File: config.mk
export PLATFORM = sky130hd
export DESIGN_NAME = swm_cell
export DESIGN_NICKNAME = d
export VERILOG_FILES = /design/src/rtl/swm_pkg.sv /design/src/rtl/swm_cell.sv
export SDC_FILE = /design/constraint.sdc
export NUM_CORES = 1
export LEC_CHECK = 0
export BUFFER_PORTS_ARGS = -buffer_cell sky130_fd_sc_hd__buf_2
export CORE_MARGIN = 2
export CORE_UTILIZATION = 40
export CTS_CLUSTER_SIZE = 28
export DETAILED_ROUTE_END_ITERATION = 7
export PLACE_DENSITY = 0.71
export SLEW_MARGIN = 30
export SYNTH_ARGS = -nofsm -noshare
export SYNTH_HDL_FRONTEND = slang
export SYNTH_SLANG_ARGS = --single-unit
export TNS_END_PERCENT = 5
File: constraint.sdc
create_clock -name i_clk -period 9 [get_ports i_clk]
set_input_delay 0.45 -clock i_clk [delete_from_list [all_inputs] [get_ports i_clk]]
set_output_delay 0.45 -clock i_clk [all_outputs]
set_load 0.02 [all_outputs]
File: src/rtl/swm_pkg.sv
// swm_pkg: shared constants and types for the sliding window maximum unit.
// No dependencies; imported by swm_cell and sliding_window_maximum_unit.
`timescale 1ns / 1ps

package swm_pkg;

    localparam int WINDOW_MAX   = 64;
    localparam int SAMPLE_WIDTH = 32;
    localparam int CFG_W        = 7;
    localparam int AGE_W        = 7;
    localparam int CNT_W        = $clog2(WINDOW_MAX + 1);

    localparam logic [AGE_W-1:0] AGE_LIMIT  = {AGE_W{1'b1}};
    localparam logic [CFG_W-1:0] WIN_RESET  = CFG_W'(3);
    localparam logic [CFG_W-1:0] WIN_LIMIT  = CFG_W'(WINDOW_MAX);
    localparam logic [CNT_W-1:0] SEEN_LIMIT = CNT_W'(WINDOW_MAX);

    // What a cell shows its neighbors for the current transaction.
    typedef struct packed {
        logic                    live;   // valid after a first-of-stream clear
        logic                    keep;   // survives the pop against the new sample
        logic [SAMPLE_WIDTH-1:0] value;
        logic [AGE_W-1:0]        age;    // already aged by one sample
    } t_swm_link;

endpackage

File: src/rtl/swm_cell.sv
// swm_cell: one entry of the monotonic candidate queue (value, age, valid).
// Depends on swm_pkg for widths and the t_swm_link neighbor struct.
`timescale 1ns / 1ps

module swm_cell
    import swm_pkg::*;
(
    input  logic                           i_clk,
    input  logic                           i_rst_n,
    input  logic                           i_accept,
    input  logic                           i_clear,
    input  logic signed [SAMPLE_WIDTH-1:0] i_x,
    input  logic                           i_shift,
    input  logic                           i_prev_keep,  // slot ahead keeps its entry
    input  t_swm_link                      i_nbr,
    output t_swm_link                      o_link,
    output logic [SAMPLE_WIDTH-1:0]        o_next_value
);

    logic [SAMPLE_WIDTH-1:0] r_value, n_value;
    logic [AGE_W-1:0]        r_age, n_age;
    logic                    r_valid, n_valid;
    logic [AGE_W-1:0]        age_inc;
    logic                    live, keep;
    t_swm_link               src;

    assign age_inc = (r_age == AGE_LIMIT) ? r_age : r_age + AGE_W'(1);
    assign live    = r_valid & ~i_clear;
    assign keep    = live & ($signed(r_value) > i_x);

    assign o_link = '{live: live, keep: keep, value: r_value, age: age_inc};

    // On a front shift this cell takes its right neighbor's entry.
    assign src = i_shift ? i_nbr : o_link;

    always_comb begin
        if (src.keep) begin
            n_value = src.value;
            n_age   = src.age;
            n_valid = 1'b1;
        end else if (i_prev_keep) begin
            // first free slot: the new sample lands here
            n_value = i_x;
            n_age   = '0;
            n_valid = 1'b1;
        end else begin
            n_value = r_value;
            n_age   = r_age;
            n_valid = 1'b0;
        end
    end

    assign o_next_value = n_value;

    always_ff @(posedge i_clk) begin
        if (!i_rst_n) begin
            r_valid <= 1'b0;
            r_age   <= '0;
        end else if (i_accept) begin
            r_valid <= n_valid;
            r_age   <= n_age;
        end
    end

    always_ff @(posedge i_clk) begin
        if (i_accept) begin
            r_value <= n_value;
        end
    end

endmodule

======== Word level (Yosys, flattened, before mapping) ========
Cells that the tools add are included.
cells by class
  equality and inequality tests ........... 1
  shifts and indexed selects .............. 0
  add/sub/neg operators ................... 1
  reduce and logical (&&, ||, !) cells .... 2
  divide/modulo/power cells ............... 0
  multipliers ............................. 0
  multiplexer cells ....................... 8
  bitwise logic cells ..................... 3
  magnitude comparators ................... 1
operators with widths
  operator                                                       count
  32-bit two-way mux                                             2
  40-bit two-way mux                                             1
  32-bit > comparator                                            1
  7-bit two-way mux                                              3
  7-bit by 1-bit adder with 7-bit output, second input constant  1
  7-bit equality test, second input constant                     1
  1-bit bitwise AND                                              2
  1-bit two-way mux                                              2
  2-bit AND reduction                                            1
  2-bit nonzero test                                             1
  1-bit inverter                                                 1
storage, ports and cells
  input bits .............................. 79
  memories ................................ 0
  bits in read-only memories .............. 0
  latch bits .............................. 0
  register bits after elaboration ......... 40
  RAM bits ................................ 0
  word-level logic and storage cells ...... 19

======== Logic depth before layout (Yosys ltp) ========
Gate-level depths: netlist (run 1).
  word-level depth ........................ 6
  depth in mapped cells ................... 11
  mapped depth without buffers ............ 9

======== Least setup slack after synthesis (run 1) ========
No wires, ideal clock.
  kind .................................... reg-to-output
  start point ............................. register r_value[31]
  end point ............................... output o_next_value[10]
  data required time ...................... 8.550 ns
  stages on the path, launching flop included .. 11
  path buffers ............................ 2
  slack ................................... 5.728 ns
  arrival time ............................ 2.822 ns
  path through ............................ edfxtp_1 -> ha_1 -> nand4_2 -> nor4_2 -> a21boi_1 -> and3b_4 -> a2bb2o_4 -> or3_1 -> buf_2 -> buf_6 -> o221a_1
between the ends
  longest elaborated chain between the ends .. 4
RTL lines
  element                 line            source
  start, declared         swm_cell.sv:20  logic [SAMPLE_WIDTH-1:0] r_value, n_value;
  start signal, assigned  swm_cell.sv:67  r_value <= n_value;
  32-bit > comparator     swm_cell.sv:29  assign keep = live & ($signed(r_value) > i_x);
  1-bit bitwise AND       swm_cell.sv:29
  40-bit two-way mux      swm_cell.sv:34  assign src = i_shift ? i_nbr : o_link;
  32-bit two-way mux      swm_cell.sv:37  if (src.keep) begin
  end, declared           swm_cell.sv:17  output logic [SAMPLE_WIDTH-1:0] o_next_value
No other way between the ends.

======== Final worst setup path (run 1) ========
  start point ............................. register r_value[31]
  end point ............................... output o_next_value[15]
The elaborated chain is that of the path after synthesis.

==> summary.md, run 1 <==
Final layout
* area growth from synthesis to layout: 29.30%
* diode count: 0
* fin util: 0.5376
* final standard cell count with taps included and fillers excluded: 545
* commonest cells after routing, fill and taps aside: buf_2, inv_1, nand2b_1, ha_1
* Final Net Count: 558
* share of final-layout standard cells stronger than drive strength 1: 0.3700
* most common library cell in the layout ignoring fill and taps: buf_2
* final non-filler cell area: 0.003920 sq mm

Synthesis
* area of the mapped netlist: 0.003032 sq mm
* Compound-Gate Fraction of Synth Area: 0.2253
* cell count after synthesis: 301
* flops & latches, synth: 40
* xor and xnor area share after synthesis: 0.01156
* most common flop cell mapped by yosys: edfxtp_1
* adder and majority cell fraction of the synthesized area: 0.1362
* average size of a mapped cell: 10.07 sq um
* Syn. warnings: 0
* mux share of post-synthesis cell area: 0.01692
* synthesized netlist net count: 413
* number of enable flip-flop cells after synthesis: 32
* combinational family with the most area after synthesis: compound AO/OA/AOI/OAI gates
* Synth Area in Simple Gates: 0.1692
* number of distinct standard cells referenced by the synthesized netlist: 47
* proportion of register bits with asynchronous set or reset after synthesis: 0
* share of synthesized area occupied by flip-flops and latches: 0.3698

Routing
* drt pass-1 iters: 6
* via count of the routed design: 2,903
* routed len/inst: 15.14 um
* remaining number of nets flagged by the antenna check after routing: 0
* drt total wl: 8.253 mm
* initial drt markers: 147
* DRC viols: 0
* vias per std cell: 5.327

Clock tree
* CTS tree: yes
* H-tree lvl count: 2
* CTS Sinks: 40
* clock transition at the register clock pins on the worst setup and hold paths after CTS: 0.08 ns
* maximum clock insertion buffer count: 2
* setup repair bufs after CTS: 0
* clock buffers created by TritonCTS: 5
* Gates resized, CTS repair: 0
* CTS Hold Bufs: 0
* clock latency on the worst-skew pair: 0.29 ns
* clock root buffer: clkbuf_8

Setup path
* endpoint required time on the critical path: 8.55 ns
* number of cells on the worst reg-to-reg path: 9
* startpoint of the most critical register-to-register path: r_value[31]
* maximum fanout count along the critical path: 32
* Data arrival, critical path: 3.47 ns
* FF-to-FF setup slack: 5.73 ns
* Crit-path slowest cell: edfxtp_1
* worst setup path start: r_value[31]
* biggest cell delay along the critical path: 0.44 ns
* cells along the critical path: ha_1, nand4_2, nor4_2, a21boi_1, and3b_4, a2bb2o_4, or3_1, buf_4, o221a_1, buf_2
* category of the critical setup timing path: register to output port
* end of the worst register-to-register path: r_value[15]
* worst setup path endpoint: o_next_value[15]
* launching element type of the critical path: register
* Crit. End Element: output port

Floorplan
* cell row count: 31
* starting utilization of the core area: 0.4158
* die outline area: 0.008292 sq mm
* ports placed on the boundary: 152
* core outline area: 0.007292 sq mm
* die width: 91.06 um
* Die Height: 91.06 um

Placement
* gp weighted congestion: 0.8225
* pre-CTS setup slack: 5.204 ns
* HPWL reported at the end of detailed placement: 6.175 mm
* post-placement cell count: 538
* placed standard-cell area: 0.003842 sq mm
* I/O Buffers: 150

STA
* final-layout setup total negative slack: 0 ns
* final hold slack: 0.4295 ns
* final worst path period share: 0.4361
* count of pins over their slew limit: 0
* post-layout minimum cycle time: 3.925 ns
* highest achievable clock rate: 0.2548 GHz
* pin slew with the least headroom to its limit: 0.8676 ns
* Setup Viol. Count Final: 0
* Hold Fails Final Rpt: 0
* fin worst setup slack: 5.075 ns
* Worst Skew: 0.01191 ns
* unrepaired setup endpoints after global routing: no
* max_slew headroom: 0.4216

Power and ir drop
* largest vdd supply drop: 0.07622 mV
* part of the total power dissipated in combinational logic: 0.345
* Internal: 0.3438 mW
* switching share of power: 0.3464
* ratio of total power to cell area: 134.2 mW/mm^2
* static leakage: 1.818 nW
* total chip power: 0.5260 mW
* clock share of power: 0.221
* sequential power share: 0.435
* net switching power: 0.1822 mW

Global routing
* Overflow after GRT: 0
* vias in the first global route: 2,701
* first-pass GRT wire length: 12.94 mm
* antenna violations before repair: 0
* pin count of the biggest net entering global routing: 37
* GRT Util Overall: 0.1923

Min path
* start point of the worst min-delay path: i_nbr[5]
* Worst Hold Class: primary input to register

Flow run
* Max Cap Violations: 0

Outcome
* result of the run: finished clean

==> cell usage after synthesis (3+ instances only) <==
| cell | number | area (sq um) |
|---|---|---|
| buf_6 | 3 | 33.78 |
| nand2b_1 | 33 | 206.5 |
| clkbuf_1 | 5 | 18.77 |
| nand2_1 | 17 | 63.81 |
| edfxtp_1 | 32 | 960.9 |
| nor2b_1 | 3 | 18.77 |
| o221a_1 | 32 | 360.4 |
| nand3_1 | 6 | 30.03 |
| o22ai_1 | 5 | 31.28 |
| nand4_1 | 8 | 50.05 |
| nor2_1 | 11 | 41.29 |
| dfxtp_1 | 8 | 160.2 |
| buf_2 | 4 | 20.02 |
| or3_1 | 3 | 18.77 |
| a21oi_1 | 16 | 80.08 |
| inv_1 | 33 | 123.9 |
| o21ai_0 | 5 | 25.02 |
| a21o_1 | 3 | 22.52 |
| ha_1 | 33 | 412.9 |
| o211ai_1 | 3 | 22.52 |
| mux2i_1 | 4 | 40.04 |
==> state kept, by name, summed over array words and instances, names as in the netlist <==
| name | count |
|---|---|
| r_age | 7 |
| r_valid | 1 |
| r_value | 32 |
==> how the worst min path moves through the flow <==
stage          slack (ns)  cells past startpoint  endpoint
2_1_floorplan        0.44                      2  r_age[6]
3_3_place_gp         0.46                      2  r_age[6]
3_5_place_dp         0.47                      2  r_age[6]
4_1_cts              0.42                      3  r_age[5]
5_1_grt              0.45                      3  r_age[5]
6_report             0.43                      3  r_age[5]
==> final cells by class <==
class	instances	area, sq um
clock inverters	1	5.005
well taps	99	123.9
inverters	33	123.9
flip-flops and latches	40	1121
clock buffers	6	72.57
multi-input cells	213	1700
fillers	718	3372
repair buffers	153	773.2
==> kinds of logic after synthesis <==
family | Yosys count
and+or+nand+nor | 91
DFF | 40
adders and majority gates | 33
AOI/OAI and AO/OA | 80
xor gates and xnor gates | 4
muxes | 5
buffers and inverters | 48
==> worst max-delay path, delay by kind of cell (launching register included) <==
family          cells  cell delay [ns]
simple gates        4             1.16
fa+ha+maj           1             0.42
compound gates      3             0.71
buf+inv             2             0.43
flops               1             0.44
==> power by group through the flow <==
stage | combinational (mW) | sequential (mW) | clock (mW)
6_report | 0.181 | 0.229 | 0.116
5_1_grt | 0.197 | 0.231 | 0.127
4_1_cts | 0.182 | 0.229 | 0.120
3_5_place_dp | 0.181 | 0.233 | 0
3_3_place_gp | 0.179 | 0.232 | 0
2_1_floorplan | 0.101 | 0.246 | 0
==> metal layers <==
metal  GRT usage  routed length, um  vias up
met1      0.2548               3726     1365
met5           0                  0        -
met4     0.03914                 65        0
li1            -                  -     1428
met3     0.03734                569        6
met2      0.3272               3892      104
(Power assumes the default switching activity.)
==> run 2, diff against run 1 <==
--- a/config.mk
+++ b/config.mk
@@ -10,7 +10,7 @@
 export CORE_UTILIZATION = 40
 export CTS_CLUSTER_SIZE = 28
 export DETAILED_ROUTE_END_ITERATION = 7
-export PLACE_DENSITY = 0.71
+export PLACE_DENSITY = 0.74
 export SLEW_MARGIN = 30
 export SYNTH_ARGS = -nofsm -noshare
 export SYNTH_HDL_FRONTEND = slang
==> constraint.sdc (replaced) <==
create_clock -name i_clk -period 3.25 [get_ports i_clk]
set_input_delay 0.1625 -clock i_clk [delete_from_list [all_inputs] [get_ports i_clk]]
set_output_delay 0.1625 -clock i_clk [all_outputs]
set_load 0.02 [all_outputs]
==> run 2 against run 1 <==
The flow now finishes with violations (setup timing); sequential power increased to 2.8 times the previous value; count of clock-buffer cells in the layout stayed put; clock power increased to 2.8 times the previous value; clock skew shrank 0.00082 ns; sequential cell count unchanged; via count grew 3.3%; final area increased by 9.1%; non-clock buffer count grew 12; largest power group unchanged.
==> summary.md, run 2 (synthesis gave the netlist of run 1 again) <==
Outcome
* result of the run: finished with violations
* failing checks: setup timing

Final layout
* most common library cell in the layout ignoring fill and taps: buf_2
* flip-flop count of the largest register, all copies and words added: 32, unchanged
* biggest registers after layout: r_value (32), r_age (7), r_valid (1)
* area growth from synthesis to layout: 41.06%
* Final Net Count: 570, +2.2%
* diode count: 0, unchanged
* fin util: 0.5865, +0.04890
* commonest cells after routing, fill and taps aside: buf_2, inv_1, nand2b_1
* share of final-layout standard cells stronger than drive strength 1: 0.4248, +0.05488
* final standard cell count with taps included and fillers excluded: 558, +2.4%
* final non-filler cell area: 0.004277 sq mm, +9.1%
* largest register by flop count: r_value

Global routing
* pin count of the biggest net entering global routing: 33, -11%
* GRT Util Overall: 0.2123, +0.01999
* Overflow after GRT: 0, unchanged
* antenna violations before repair: 0, unchanged
* vias in the first global route: 2,923, +8.2%
* first-pass GRT wire length: 14.37 mm, +11%

Setup path
* end of the worst register-to-register path: r_value[25]
* Data arrival, critical path: 3.22 ns, -0.25 ns
* Crit. End Element: output port
* worst setup path start: r_value[17]
* worst setup path endpoint: o_next_value[25]
* launching element type of the critical path: register
* startpoint of the most critical register-to-register path: r_value[17]
* endpoint required time on the critical path: 3.09 ns, -5.46 ns
* number of cells on the worst reg-to-reg path: 9, unchanged
* FF-to-FF setup slack: 0.23 ns, -5.50 ns
* category of the critical setup timing path: register to output port
* maximum fanout count along the critical path: 16, -50%

Placement
* gp weighted congestion: 0.8321, +1.2%
* placed standard-cell area: 0.003877 sq mm, +0.91%
* HPWL reported at the end of detailed placement: 6.583 mm, +6.6%
* I/O Buffers: 150, unchanged
* post-placement cell count: 541, +0.56%

STA
* pin slew with the least headroom to its limit: 0.8202 ns, -0.04744 ns
* max_slew headroom: 0.4532, +0.03163
* highest achievable clock rate: 0.2958 GHz
* Worst Skew: 0.01108 ns, -0.0008216 ns
* Setup Viol. Count Final: 32, +32
* post-layout minimum cycle time: 3.381 ns
* count of pins over their slew limit: 0, unchanged
* unrepaired setup endpoints after global routing: yes
* fin worst setup slack: -0.1308 ns, -5.206 ns
* Hold Fails Final Rpt: 0, unchanged
* final worst path period share: 1.040
* final-layout setup total negative slack: -3.548 ns, -3.548 ns

Floorplan
* cell row count: 31, unchanged
* starting utilization of the core area: 0.4158, unchanged
* die outline area: 0.008292 sq mm, unchanged
* ports placed on the boundary: 152, unchanged
* Die Height: 91.06 um, unchanged
* die width: 91.06 um, unchanged
* core outline area: 0.007292 sq mm, unchanged

Routing
* vias per std cell: 5.373, +0.87%
* drt total wl: 9.032 mm, +9.4%
* DRC viols: 0, unchanged
* via count of the routed design: 2,998, +3.3%
* remaining number of nets flagged by the antenna check after routing: 0, unchanged
* drt pass-1 iters: 4, -2
* initial drt markers: 106, -28%
* routed len/inst: 16.19 um, +6.9%

Clock tree
* H-tree lvl count: 2, unchanged
* maximum clock insertion buffer count: 2, unchanged
* CTS tree: yes
* CTS Hold Bufs: 0, unchanged
* clock root buffer: clkbuf_8
* clock buffers created by TritonCTS: 5, unchanged
* clock latency on the worst-skew pair: 0.29 ns, about the same
* clock transition at the register clock pins on the worst setup and hold paths after CTS: 0.08 ns, about the same
* CTS Sinks: 40, unchanged

Power and ir drop
* largest vdd supply drop: 0.1814 mV, +140%
* static leakage: 1.916 nW, +5.4%
* ratio of total power to cell area: 360.6 mW/mm^2, +170%

Min path
* Worst Hold Class: primary input to register

Flow run
* Max Cap Violations: 0, unchanged

[run 2: cell count changes in the layout (fill, tap and decap cells not counted), sizes merged]
cell,previous run,this run
buf,153,165
clkinvlp,0,1
[run 2: critical path, stage by stage (launching register included)]
cell and delay, ns:
edfxtp_1 0.46, ha_4 0.31, nand4_1 0.19, nor4_4 0.40
a21boi_2 0.11, and3b_4 0.22, a2bb2o_4 0.23, or3_4 0.40
buf_12 0.17, o221a_1 0.27, buf_2 0.17
[run 2: routing by layer]
metal	GRT usage	vias to the layer above	routed length, um
li1	-	1457	-
met1	0.2690	1427	3947
met2	0.3704	106	4501
met3	0.04315	8	493
met4	0.05177	0	90
met5	0	-	0
[run 2: area by class of cell]
| class | instances | area [sq um] |
|---|---|---|
| sequential | 40 | 1121 |
| timing repair buffer | 165 | 924.6 |
| tap | 99 | 123.9 |
| clock inverter | 2 | 11.26 |
| clock buffer | 6 | 72.57 |
| multi-input combinational | 213 | 1899 |
| inverter | 33 | 123.9 |
| fill | 692 | 3015 |
[run 2: per-stage QoR]
stage	worst slack [ns]	power (mW)	hold slack, ns
detailed placement	-0.01923	1.157	0.4563
CTS	-0.08793	1.520	0.1470
floorplan	0.1336	0.9622	0.2750
global route	-0.2498	1.633	0.1586
global placement	0.05462	1.144	0.4265
finish	-0.1308	1.542	0.1548
[run 2: what timing repair did]
item	in CTS	in global routing
resized for setup	15	19
setup endpoints to repair	32	32
setup buffers	5	4
pin swaps	4	3
[run 2: how the worst min path moves through the flow]
stage / startpoint / end / cells after the start
floorplan: i_accept / r_value[0] / 0
global placement: i_nbr[5] / r_age[5] / 3
detailed placement: i_nbr[4] / r_age[4] / 3
CTS: i_nbr[4] / r_age[4] / 3
global route: i_nbr[4] / r_age[4] / 3
finish: i_nbr[4] / r_age[4] / 3
[run 2: power breakdown]
part	internal (mW)	switching (mW)	total, mW
Clock	0.149	0.178	0.328
Sequential	0.603	0.0341	0.637
Combinational	0.253	0.325	0.578
Total	1.01	0.537	1.54
